--- src/rtl/assert_macros.svh ---
// Assertion helpers for the RTL files; sha256_message_hasher includes them.
`ifndef ASSERT_MACROS_SVH
`define ASSERT_MACROS_SVH

// Overlapping implication or plain property, checked on every clock outside reset.
`define SHM_ASSERT(lbl, prop, msg) \
  lbl: assert property (@(posedge clk) disable iff (!rst_n) (prop)) else $error(msg);

// Property whose consequent is checked in the cycle after the antecedent.
`define SHM_ASSERT_NEXT(lbl, pre, post, msg) \
  lbl: assert property (@(posedge clk) disable iff (!rst_n) (pre) |=> (post)) else $error(msg);

`endif

--- src/rtl/shm_pkg.sv ---
package shm_pkg;

  localparam int unsigned WordW  = 32;
  localparam int unsigned Rounds = 64;
  localparam logic [7:0]  PadMark = 8'h80;
  localparam logic [5:0]  LenPos  = 6'd56;

  typedef struct packed {
    logic             re;
    logic [2:0]       raddr;
    logic             we;
    logic [2:0]       waddr;
    logic [WordW-1:0] wdata;
    logic             clear;
  } chain_req_t;

  function automatic logic [31:0] shm_iv(input logic [2:0] idx);
    logic [31:0] v;
    case (idx)
      3'd0: v = 32'h6a09e667;
      3'd1: v = 32'hbb67ae85;
      3'd2: v = 32'h3c6ef372;
      3'd3: v = 32'ha54ff53a;
      3'd4: v = 32'h510e527f;
      3'd5: v = 32'h9b05688c;
      3'd6: v = 32'h1f83d9ab;
      default: v = 32'h5be0cd19;
    endcase
    return v;
  endfunction

  function automatic logic [31:0] shm_k(input logic [5:0] idx);
    logic [31:0] v;
    case (idx)
      6'd0:  v = 32'h428a2f98;  6'd1:  v = 32'h71374491;
      6'd2:  v = 32'hb5c0fbcf;  6'd3:  v = 32'he9b5dba5;
      6'd4:  v = 32'h3956c25b;  6'd5:  v = 32'h59f111f1;
      6'd6:  v = 32'h923f82a4;  6'd7:  v = 32'hab1c5ed5;
      6'd8:  v = 32'hd807aa98;  6'd9:  v = 32'h12835b01;
      6'd10: v = 32'h243185be;  6'd11: v = 32'h550c7dc3;
      6'd12: v = 32'h72be5d74;  6'd13: v = 32'h80deb1fe;
      6'd14: v = 32'h9bdc06a7;  6'd15: v = 32'hc19bf174;
      6'd16: v = 32'he49b69c1;  6'd17: v = 32'hefbe4786;
      6'd18: v = 32'h0fc19dc6;  6'd19: v = 32'h240ca1cc;
      6'd20: v = 32'h2de92c6f;  6'd21: v = 32'h4a7484aa;
      6'd22: v = 32'h5cb0a9dc;  6'd23: v = 32'h76f988da;
      6'd24: v = 32'h983e5152;  6'd25: v = 32'ha831c66d;
      6'd26: v = 32'hb00327c8;  6'd27: v = 32'hbf597fc7;
      6'd28: v = 32'hc6e00bf3;  6'd29: v = 32'hd5a79147;
      6'd30: v = 32'h06ca6351;  6'd31: v = 32'h14292967;
      6'd32: v = 32'h27b70a85;  6'd33: v = 32'h2e1b2138;
      6'd34: v = 32'h4d2c6dfc;  6'd35: v = 32'h53380d13;
      6'd36: v = 32'h650a7354;  6'd37: v = 32'h766a0abb;
      6'd38: v = 32'h81c2c92e;  6'd39: v = 32'h92722c85;
      6'd40: v = 32'ha2bfe8a1;  6'd41: v = 32'ha81a664b;
      6'd42: v = 32'hc24b8b70;  6'd43: v = 32'hc76c51a3;
      6'd44: v = 32'hd192e819;  6'd45: v = 32'hd6990624;
      6'd46: v = 32'hf40e3585;  6'd47: v = 32'h106aa070;
      6'd48: v = 32'h19a4c116;  6'd49: v = 32'h1e376c08;
      6'd50: v = 32'h2748774c;  6'd51: v = 32'h34b0bcb5;
      6'd52: v = 32'h391c0cb3;  6'd53: v = 32'h4ed8aa4a;
      6'd54: v = 32'h5b9cca4f;  6'd55: v = 32'h682e6ff3;
      6'd56: v = 32'h748f82ee;  6'd57: v = 32'h78a5636f;
      6'd58: v = 32'h84c87814;  6'd59: v = 32'h8cc70208;
      6'd60: v = 32'h90befffa;  6'd61: v = 32'ha4506ceb;
      6'd62: v = 32'hbef9a3f7;  default: v = 32'hc67178f2;
    endcase
    return v;
  endfunction

  function automatic logic [31:0] shm_bsig0(input logic [31:0] x);
    return {x[1:0], x[31:2]} ^ {x[12:0], x[31:13]} ^ {x[21:0], x[31:22]};
  endfunction

  function automatic logic [31:0] shm_bsig1(input logic [31:0] x);
    return {x[5:0], x[31:6]} ^ {x[10:0], x[31:11]} ^ {x[24:0], x[31:25]};
  endfunction

  function automatic logic [31:0] shm_ssig0(input logic [31:0] x);
    return {x[6:0], x[31:7]} ^ {x[17:0], x[31:18]} ^ {3'b000, x[31:3]};
  endfunction

  function automatic logic [31:0] shm_ssig1(input logic [31:0] x);
    return {x[16:0], x[31:17]} ^ {x[18:0], x[31:19]} ^ {10'd0, x[31:10]};
  endfunction

endpackage

--- src/rtl/shm_chain_store.sv ---
module shm_chain_store
  import shm_pkg::*;
(
  input  logic             clk,
  input  logic             rst_n,
  input  chain_req_t       req,
  output logic [WordW-1:0] rd_data
);

  logic [WordW-1:0] mem [0:7];
  logic [WordW-1:0] rd_r;
  logic [2:0]       rd_idx_r;
  logic             rd_vld_r;
  logic [7:0]       vld_r;
  logic [7:0]       vld_nxt;

  always_ff @(posedge clk) begin
    if (req.re) begin
      rd_r     <= mem[req.raddr];
      rd_idx_r <= req.raddr;
      rd_vld_r <= vld_r[req.raddr];
    end
    if (req.we) begin
      mem[req.waddr] <= req.wdata;
    end
  end

  always_comb begin
    vld_nxt = vld_r;
    if (req.we) begin
      vld_nxt[req.waddr] = 1'b1;
    end
    if (req.clear) begin
      vld_nxt = '0;
    end
  end

  always_ff @(posedge clk) begin
    if (!rst_n) begin
      vld_r <= '0;
    end else begin
      vld_r <= vld_nxt;
    end
  end

  // unwritten entries read as the initial hash
  assign rd_data = rd_vld_r ? rd_r : shm_iv(rd_idx_r);

endmodule

--- src/rtl/sha256_message_hasher.sv ---
// Channel | Direction | Handshake          | Payload
// in      | input     | in_valid/in_stall  | data_word, valid_bytes, end_of_message
// out     | output    | out_valid/out_stall| digest_word, word_index, digest_done
//
// A word is accepted in ST_IDLE; ST_PACK then packs its valid bytes into the block buffer.
// Each full 64-byte block is compressed: chain loads, 64 rounds, chain updates.
// The last word adds padding (marker, zero bytes, 64-bit length), compressing one or two
// more blocks, then sends each digest word; ST_OUT_WR waits while out_stall holds.
// Reset is synchronous and active low; no clearing pass is needed.
// in_stall is high whenever a word is in work; the output register frees the input side.
module sha256_message_hasher
  import shm_pkg::*;
(
  input  logic        clk,
  input  logic        rst_n,
  input  logic        in_valid,
  output logic        in_stall,
  input  logic [31:0] in_data_word,
  input  logic [2:0]  in_valid_bytes,
  input  logic        in_end_of_message,
  output logic        out_valid,
  input  logic        out_stall,
  output logic [31:0] out_digest_word,
  output logic [2:0]  out_word_index,
  output logic        out_digest_done
);

`include "assert_macros.svh"

  localparam logic [3:0] ST_IDLE     = 4'd0;
  localparam logic [3:0] ST_PACK     = 4'd1;
  localparam logic [3:0] ST_PAD_MARK = 4'd2;
  localparam logic [3:0] ST_PAD_ZERO = 4'd3;
  localparam logic [3:0] ST_PAD_LEN  = 4'd4;
  localparam logic [3:0] ST_LOAD     = 4'd5;
  localparam logic [3:0] ST_ROUND    = 4'd6;
  localparam logic [3:0] ST_FINAL    = 4'd7;
  localparam logic [3:0] ST_OUT_RD   = 4'd8;
  localparam logic [3:0] ST_OUT_WR   = 4'd9;

  logic [3:0]  state_r, state_nxt;
  logic [3:0]  ret_r, ret_nxt;
  logic [6:0]  step_r, step_nxt;
  logic [5:0]  pos_r, pos_nxt;
  logic [2:0]  cnt_r, cnt_nxt;
  logic [2:0]  len_cnt_r, len_cnt_nxt;
  logic        last_r, last_nxt;
  logic [60:0] byte_cnt_r, byte_cnt_nxt;
  logic [31:0] byte_sr_r, byte_sr_nxt;
  logic [31:0] cur_word_r, cur_word_nxt;
  logic        out_valid_r, out_valid_nxt;
  logic [31:0] out_word_r, out_word_nxt;
  logic [2:0]  out_idx_r, out_idx_nxt;
  logic        out_done_r, out_done_nxt;

  logic [31:0] work_r  [0:7];
  logic [31:0] work_nxt [0:7];
  logic [31:0] sched_r [0:15];
  logic [31:0] sched_nxt [0:15];

  logic [31:0] buf_mem [0:15];
  logic [31:0] buf_rd_r;
  logic        buf_re;
  logic [3:0]  buf_raddr;
  logic        buf_we;
  logic [3:0]  buf_waddr;

  chain_req_t  chain_req;
  logic [31:0] chain_rd;

  logic        in_xfer;
  logic [2:0]  in_cnt;
  logic        put_en;
  logic [7:0]  put_val;
  logic [3:0]  after_st;
  logic [63:0] len_bits;
  logic [2:0]  len_sel;
  logic [31:0] w_t;
  logic [31:0] t1;
  logic [31:0] t2;
  logic        out_free;

  shm_chain_store u_chain (
    .clk     (clk),
    .rst_n   (rst_n),
    .req     (chain_req),
    .rd_data (chain_rd)
  );

  assign in_stall  = (state_r != ST_IDLE);
  assign in_xfer   = in_valid && !in_stall;
  assign in_cnt    = (in_valid_bytes > 3'd4) ? 3'd4 : in_valid_bytes;
  assign len_bits  = {byte_cnt_r, 3'b000};
  assign len_sel   = 3'd7 - len_cnt_r;
  assign out_free  = !out_valid_r || !out_stall;

  assign w_t = (step_r < 7'd16) ? buf_rd_r :
               sched_r[0] + shm_ssig0(sched_r[1]) + sched_r[9] + shm_ssig1(sched_r[14]);
  assign t1  = work_r[7] + shm_bsig1(work_r[4])
             + ((work_r[4] & work_r[5]) ^ (~work_r[4] & work_r[6]))
             + shm_k(step_r[5:0]) + w_t;
  assign t2  = shm_bsig0(work_r[0])
             + ((work_r[0] & work_r[1]) ^ (work_r[0] & work_r[2]) ^ (work_r[1] & work_r[2]));

  always_comb begin
    state_nxt     = state_r;
    ret_nxt       = ret_r;
    step_nxt      = step_r;
    pos_nxt       = pos_r;
    cnt_nxt       = cnt_r;
    len_cnt_nxt   = len_cnt_r;
    last_nxt      = last_r;
    byte_cnt_nxt  = byte_cnt_r;
    byte_sr_nxt   = byte_sr_r;
    cur_word_nxt  = cur_word_r;
    out_valid_nxt = out_valid_r && out_stall;
    out_word_nxt  = out_word_r;
    out_idx_nxt   = out_idx_r;
    out_done_nxt  = out_done_r;
    for (int i = 0; i < 8; i++) begin
      work_nxt[i] = work_r[i];
    end
    for (int i = 0; i < 16; i++) begin
      sched_nxt[i] = sched_r[i];
    end
    buf_re          = 1'b0;
    buf_raddr       = 4'd0;
    chain_req       = '0;
    put_en          = 1'b0;
    put_val         = 8'd0;
    after_st        = state_r;

    case (state_r)
      ST_IDLE: begin
        if (in_xfer) begin
          byte_sr_nxt = in_data_word;
          cnt_nxt     = in_cnt;
          last_nxt    = in_end_of_message;
          if (in_cnt != 3'd0) begin
            state_nxt = ST_PACK;
          end else if (in_end_of_message) begin
            state_nxt = ST_PAD_MARK;
          end
        end
      end
      ST_PACK: begin
        put_en       = 1'b1;
        put_val      = byte_sr_r[31:24];
        byte_sr_nxt  = {byte_sr_r[23:0], 8'd0};
        cnt_nxt      = cnt_r - 3'd1;
        byte_cnt_nxt = byte_cnt_r + 61'd1;
        if (cnt_r == 3'd1) begin
          after_st = last_r ? ST_PAD_MARK : ST_IDLE;
        end else begin
          after_st = ST_PACK;
        end
      end
      ST_PAD_MARK: begin
        put_en   = 1'b1;
        put_val  = PadMark;
        after_st = ST_PAD_ZERO;
      end
      ST_PAD_ZERO: begin
        if (pos_r == LenPos) begin
          len_cnt_nxt = 3'd0;
          state_nxt   = ST_PAD_LEN;
        end else begin
          put_en   = 1'b1;
          after_st = ST_PAD_ZERO;
        end
      end
      ST_PAD_LEN: begin
        put_en      = 1'b1;
        put_val     = len_bits[{len_sel, 3'b000} +: 8];
        len_cnt_nxt = len_cnt_r + 3'd1;
        after_st    = (len_cnt_r == 3'd7) ? ST_OUT_RD : ST_PAD_LEN;
      end
      ST_LOAD: begin
        if (step_r < 7'd8) begin
          chain_req.re    = 1'b1;
          chain_req.raddr = step_r[2:0];
        end
        if (step_r != 7'd0) begin
          for (int i = 0; i < 7; i++) begin
            work_nxt[i] = work_r[i+1];
          end
          work_nxt[7] = chain_rd;
        end
        if (step_r == 7'd8) begin
          buf_re    = 1'b1;
          buf_raddr = 4'd0;
          step_nxt  = 7'd0;
          state_nxt = ST_ROUND;
        end else begin
          step_nxt = step_r + 7'd1;
        end
      end
      ST_ROUND: begin
        buf_re    = 1'b1;
        buf_raddr = step_r[3:0] + 4'd1;
        for (int i = 0; i < 15; i++) begin
          sched_nxt[i] = sched_r[i+1];
        end
        sched_nxt[15] = w_t;
        work_nxt[7] = work_r[6];
        work_nxt[6] = work_r[5];
        work_nxt[5] = work_r[4];
        work_nxt[4] = work_r[3] + t1;
        work_nxt[3] = work_r[2];
        work_nxt[2] = work_r[1];
        work_nxt[1] = work_r[0];
        work_nxt[0] = t1 + t2;
        if (step_r == 7'(Rounds - 1)) begin
          step_nxt  = 7'd0;
          state_nxt = ST_FINAL;
        end else begin
          step_nxt = step_r + 7'd1;
        end
      end
      ST_FINAL: begin
        if (step_r < 7'd8) begin
          chain_req.re    = 1'b1;
          chain_req.raddr = step_r[2:0];
        end
        if (step_r != 7'd0) begin
          chain_req.we    = 1'b1;
          chain_req.waddr = step_r[2:0] - 3'd1;
          chain_req.wdata = chain_rd + work_r[0];
          for (int i = 0; i < 7; i++) begin
            work_nxt[i] = work_r[i+1];
          end
          work_nxt[7] = work_r[0];
        end
        if (step_r == 7'd8) begin
          step_nxt  = 7'd0;
          state_nxt = ret_r;
        end else begin
          step_nxt = step_r + 7'd1;
        end
      end
      ST_OUT_RD: begin
        chain_req.re    = 1'b1;
        chain_req.raddr = step_r[2:0];
        state_nxt       = ST_OUT_WR;
      end
      ST_OUT_WR: begin
        if (out_free) begin
          out_valid_nxt = 1'b1;
          out_word_nxt  = chain_rd;
          out_idx_nxt   = step_r[2:0];
          out_done_nxt  = (step_r[2:0] == 3'd7);
          if (step_r[2:0] == 3'd7) begin
            chain_req.clear = 1'b1;
            step_nxt        = 7'd0;
            byte_cnt_nxt    = '0;
            state_nxt       = ST_IDLE;
          end else begin
            step_nxt  = step_r + 7'd1;
            state_nxt = ST_OUT_RD;
          end
        end
      end
      default: begin
        state_nxt = ST_IDLE;
      end
    endcase

    if (put_en) begin
      case (pos_r[1:0])
        2'd0:    cur_word_nxt = {put_val, cur_word_r[23:0]};
        2'd1:    cur_word_nxt = {cur_word_r[31:24], put_val, cur_word_r[15:0]};
        2'd2:    cur_word_nxt = {cur_word_r[31:16], put_val, cur_word_r[7:0]};
        default: cur_word_nxt = {cur_word_r[31:8], put_val};
      endcase
      pos_nxt = pos_r + 6'd1;
      if (pos_r == 6'd63) begin
        step_nxt  = 7'd0;
        ret_nxt   = after_st;
        state_nxt = ST_LOAD;
      end else begin
        state_nxt = after_st;
      end
    end
  end

  assign buf_we    = put_en && (pos_r[1:0] == 2'd3);
  assign buf_waddr = pos_r[5:2];

  always_ff @(posedge clk) begin
    if (buf_re) begin
      buf_rd_r <= buf_mem[buf_raddr];
    end
    if (buf_we) begin
      buf_mem[buf_waddr] <= cur_word_nxt;
    end
  end

  always_ff @(posedge clk) begin
    if (!rst_n) begin
      state_r     <= ST_IDLE;
      ret_r       <= ST_IDLE;
      step_r      <= '0;
      pos_r       <= '0;
      cnt_r       <= '0;
      len_cnt_r   <= '0;
      last_r      <= 1'b0;
      byte_cnt_r  <= '0;
      out_valid_r <= 1'b0;
    end else begin
      state_r     <= state_nxt;
      ret_r       <= ret_nxt;
      step_r      <= step_nxt;
      pos_r       <= pos_nxt;
      cnt_r       <= cnt_nxt;
      len_cnt_r   <= len_cnt_nxt;
      last_r      <= last_nxt;
      byte_cnt_r  <= byte_cnt_nxt;
      out_valid_r <= out_valid_nxt;
    end
  end

  always_ff @(posedge clk) begin
    byte_sr_r  <= byte_sr_nxt;
    cur_word_r <= cur_word_nxt;
    out_word_r <= out_word_nxt;
    out_idx_r  <= out_idx_nxt;
    out_done_r <= out_done_nxt;
    for (int i = 0; i < 8; i++) begin
      work_r[i] <= work_nxt[i];
    end
    for (int i = 0; i < 16; i++) begin
      sched_r[i] <= sched_nxt[i];
    end
  end

  assign out_valid       = out_valid_r;
  assign out_digest_word = out_word_r;
  assign out_word_index  = out_idx_r;
  assign out_digest_done = out_done_r;

  `SHM_ASSERT(a_load_block_aligned, (state_r == ST_LOAD) |-> (pos_r == 6'd0), "compression started off a block boundary")
  `SHM_ASSERT(a_len_in_tail, (state_r == ST_PAD_LEN) |-> (pos_r[5:3] == 3'b111), "length bytes outside the block tail")
  `SHM_ASSERT_NEXT(a_len_fills_block, (state_r == ST_PAD_LEN) && (len_cnt_r == 3'd7), state_r == ST_LOAD, "last length byte did not close the block")
  `SHM_ASSERT(a_digest_aligned, ((state_r == ST_OUT_RD) || (state_r == ST_OUT_WR)) |-> (pos_r == 6'd0), "digest read with a partial block pending")
  `SHM_ASSERT(a_idle_no_bytes, (!in_stall) |-> (cnt_r == 3'd0), "word accepted while bytes of the previous one remain")

endmodule
--- config.mk ---
export PLATFORM = sky130hd
export DESIGN_NAME = sha256_message_hasher
export DESIGN_NICKNAME = d
export VERILOG_FILES = /design/src/rtl/shm_pkg.sv /design/src/rtl/shm_chain_store.sv /design/src/rtl/sha256_message_hasher.sv
export VERILOG_INCLUDE_DIRS = /design/src /design/src/rtl
export SDC_FILE = /design/constraint.sdc
export NUM_CORES = 2
export LEC_CHECK = 0
export ABC_AREA = 1
export BUFFER_PORTS_ARGS = -buffer_cell sky130_fd_sc_hd__buf_4
export CAP_MARGIN = 25
export CORE_MARGIN = 2
export CORE_UTILIZATION = 65
export CTS_BUF_LIST = sky130_fd_sc_hd__clkbuf_4 sky130_fd_sc_hd__clkbuf_8
export DETAILED_ROUTE_END_ITERATION = 12
export PLACE_DENSITY_LB_ADDON = 0.3
export SETUP_SLACK_MARGIN = 0.2
export SLEW_MARGIN = 20
export SYNTH_ARGS = -nofsm -noshare
export SYNTH_HDL_FRONTEND = slang
export SYNTH_SLANG_ARGS = --single-unit
--- constraint.sdc ---
create_clock -name clk -period 20.2 [get_ports clk]
set_input_delay 3.03 -clock clk [delete_from_list [all_inputs] [get_ports clk]]
set_output_delay 3.03 -clock clk [all_outputs]
set_load 0.03 [all_outputs]
==> flow_summary_export.csv <==
group,metric,value,unit
run_status,run_status,"complete, no violations",
cells_and_area,mostFrequentLayoutCell,"edfxtp_1",
sta,hold_violations,0,
grt,gr-total-overflow,0,
grt,grtUsageTotal,38.3,%
detailed_routing,drc,0,
floorplan,die_w,373,um
cts,cts.repair.resized,0,
setup_path,path_buf_inv,6,
setup_path,cp_max_fo,5,
sta,fin_hold_ws,0.379,ns
power,vdd_drop_max,108,uV
place,place_congestion,1.03,
cells_and_area,layout.nets,8795,
cts,clockRootBuffer,"clkbuf_8",
setup_path,cp_common_cell,"nand2_1",
cts,clock-sinks,1834,
cts,clkTransAtPathRegs,0.07,ns
sta,fin_crit_sh,54.7,%
synth,synth_cell_type_count,60,
setup_path,critPathKind,"register to register",
grt,first_global_vias,62200,
setup_path,rr_endpoint,"work_r[0][29]$_DFFE_PP_",
hold_path,whs_endpoint,"sched_r[0][120]$_DFFE_PP_",
sta,grt_setup_unrepaired,"false",
floorplan,pin_count,78,
setup_path,cpPeakStageDelay,0.86,ns
sta,skew,0.109,ns
detailed_routing,drt_iter0_drc,9587,
floorplan,core-area,0.135,mm^2
synth,ys_seq_area_share,60.5,%
synth,synth-edff-count,1672,
detailed_routing,drt-total-wl,271,mm
floorplan,die_y,373,um
cts,cts_max_level,5,
cells_and_area,final_cell_mix,"edfxtp_1, nand2_1, inv_1",
cts,post_cts_buffers,0,
cts,cts_hold_buffers,0,
synth,syn-num-nets,8631,
cts,cts_tree,"done",
setup_path,critPathTopFamily,"adder cells",
synth,avgSynthCellArea,10.8,um^2
synth,async_flop_share,0,%
sta,slew_viol_final,0,
setup_path,required,20.84,ns
cells_and_area,drive_above_1_share,10.3,%
power,total_power,11.4,mW
sta,max_freq,90.5,MHz
grt,antenna_found_initial,9,
cells_and_area,nFillCells,9330,
setup_path,start_kind,"register",
power,leakage,37.0,nW
cells_and_area,final_core_util,71.9,%
setup_path,crit_path_end_kind,"register",
cts,cts_made_buffers,306,
hold_path,hold_path_depth,0,
hold_path,hp-class,"register to register",
synth,ys_ff_latch,1834,
grt,grt_max_degree,200,
setup_path,reg2reg_slack,9.15,ns
setup_path,worstPathArrival,11.69,ns
place,place_ws,9.45,ns
cells_and_area,area_growth,9.92,%
sta,setup_slack,9.15,ns
floorplan,start_util,65.4,%
cts,worstSkewPairLatency,1.01,ns
place,hpwl,185,mm
floorplan,std_cell_rows,135,
cts,cts_buffer_depth,4,
synth,netlist_instances,8218,
place,portBuffers,77,
sta,setup_tns,0,ns
sta,setup_viol,0,
floorplan,dieArea,0.139,mm^2
setup_path,reg2reg_from,"sched_r[0][53]$_DFFE_PP_",
synth,yosys_warnings,0,
grt,grt_pass1_wl,394,mm
synth,synth_area,0.0884,mm^2
setup_path,critPathSlowestCell,"o21ai_0",
sta,slew_headroom,24.4,%
power,power_density,117,mW/mm^2
detailed_routing,first_pass_iters,8,
hold_path,worstHoldStart,"sched_r[0][152]$_DFFE_PP_",
detailed_routing,ant_nets,0,
sta,min_period,11.05,ns
sta,worst_slew_pin_slew,1.13,ns
detailed_routing,wl_per_cell,26.0,um
detailed_routing,via_per_inst,6.26,
detailed_routing,dr_total_vias,65100,
run,cap_violations,0,
synth,synth_ff_type,"edfxtp_1",
setup_path,rr_worst_depth,42,
[cell families after synthesis]
| family | share of synthesized area (%) |
|---|---|
| AOI/OAI and AO/OA | 10.9 |
| xor gates and xnor gates | 3.28 |
| adders and majority gates | 6.90 |
| buffers and inverters | 5.45 |
| DFF | 60.5 |
| muxes | 0.0793 |
| and+or+nand+nor | 12.9 |
[worst max path at each step]
stage                     depth (start not counted)                 startpoint  slack, ns                 endpoint
after global placement                           45  sched_r[1][210]$_DFFE_PP_       9.66  work_r[0][27]$_DFFE_PP_
final                                            42   sched_r[0][53]$_DFFE_PP_       9.15  work_r[0][29]$_DFFE_PP_
after global routing                             44   sched_r[0][53]$_DFFE_PP_       8.71  work_r[0][27]$_DFFE_PP_
after floorplan                                   7    state_r[2]$_SDFFE_PN0P_       3.81  sched_r[0][0]$_DFFE_PP_
after detailed placement                         45  sched_r[1][210]$_DFFE_PP_       9.45  work_r[0][27]$_DFFE_PP_
after CTS                                        44   sched_r[0][53]$_DFFE_PP_       9.36  work_r[0][27]$_DFFE_PP_
[flip-flops by register name, summed over array words and instances (netlist names), 3 cells and up, named ones only]
signal and flops:
buf_mem 512, sched_r 512, u_chain.mem 256, work_r 256, byte_cnt_r 61, buf_rd_r 32, byte_sr_r 32, cur_word_r 32
out_digest_word 32, u_chain.rd_r 32, u_chain.vld_r 8, step_r 7, pos_r 6, ret_r 4, state_r 4, cnt_r 3
len_cnt_r 3, out_word_index 3, u_chain.rd_idx_r 3
[layer usage]
layer	track usage, %	vias up	wire length (um)
met5	0	-	35
li1	-	28700	-
met1	53.3	31300	103000
met3	8.85	697	32800
met2	59.0	4341	123000
met4	15.5	6	11500
[cells in the mapped netlist, types with 7 or more instances]
cell type | n | share of area [%]
o221ai_1 | 56 | 0.56
nand2_2 | 11 | 0.078
o21ai_0 | 789 | 4.5
xor2_1 | 159 | 1.6
mux2i_1 | 7 | 0.079
a21oi_1 | 352 | 2.0
o22ai_1 | 99 | 0.70
o21ai_1 | 16 | 0.091
nand3b_1 | 8 | 0.068
or2_2 | 105 | 0.74
nand3_1 | 327 | 1.9
a21boi_0 | 11 | 0.093
a32oi_1 | 12 | 0.12
ha_1 | 185 | 2.6
fa_1 | 188 | 4.3
buf_2 | 39 | 0.22
edfxtp_1 | 1672 | 57
nor3_1 | 63 | 0.36
o211ai_1 | 130 | 1.1
clkbuf_1 | 281 | 1.2
buf_1 | 16 | 0.068
a21o_1 | 19 | 0.16
dfxtp_1 | 162 | 3.7
a221oi_1 | 10 | 0.099
nor2_1 | 768 | 3.3
o21a_1 | 33 | 0.28
a31oi_1 | 64 | 0.45
inv_1 | 905 | 3.8
o21bai_1 | 32 | 0.27
a211oi_1 | 29 | 0.25
nor4_1 | 19 | 0.13
nand2_1 | 1348 | 5.7
nand4_1 | 48 | 0.34
xnor2_1 | 172 | 1.7
inv_2 | 17 | 0.072
[cell type report]
class | instances | area (um^2) | area share, %
sequential | 1834 | 53500 | 55.0
multi-input combinational | 5119 | 30400 | 31.3
clock buffer | 412 | 5130 | 5.28
inverter | 925 | 3480 | 3.58
tap | 1781 | 2230 | 2.29
timing repair buffer | 196 | 1540 | 1.58
clock inverter | 112 | 840 | 0.864
antenna | 7 | 17.5 | 0.0180
[stage by stage]
stage	instance area (um^2)	cells
6_report	97100	10400
5_1_grt	97100	10400
4_1_cts	96900	10400
3_5_place_dp	90900	9846
3_3_place_gp	90900	9841
2_1_floorplan	88400	8218
[power breakdown]
group	internal, mW	switching [mW]	total, mW	leakage [nW]
Sequential	4.38	0.0727	4.45	16.4
Combinational	1.10	2.53	3.63	17.4
Clock	1.80	1.49	3.30	3.15
Power figures use the tool's default switching activity.
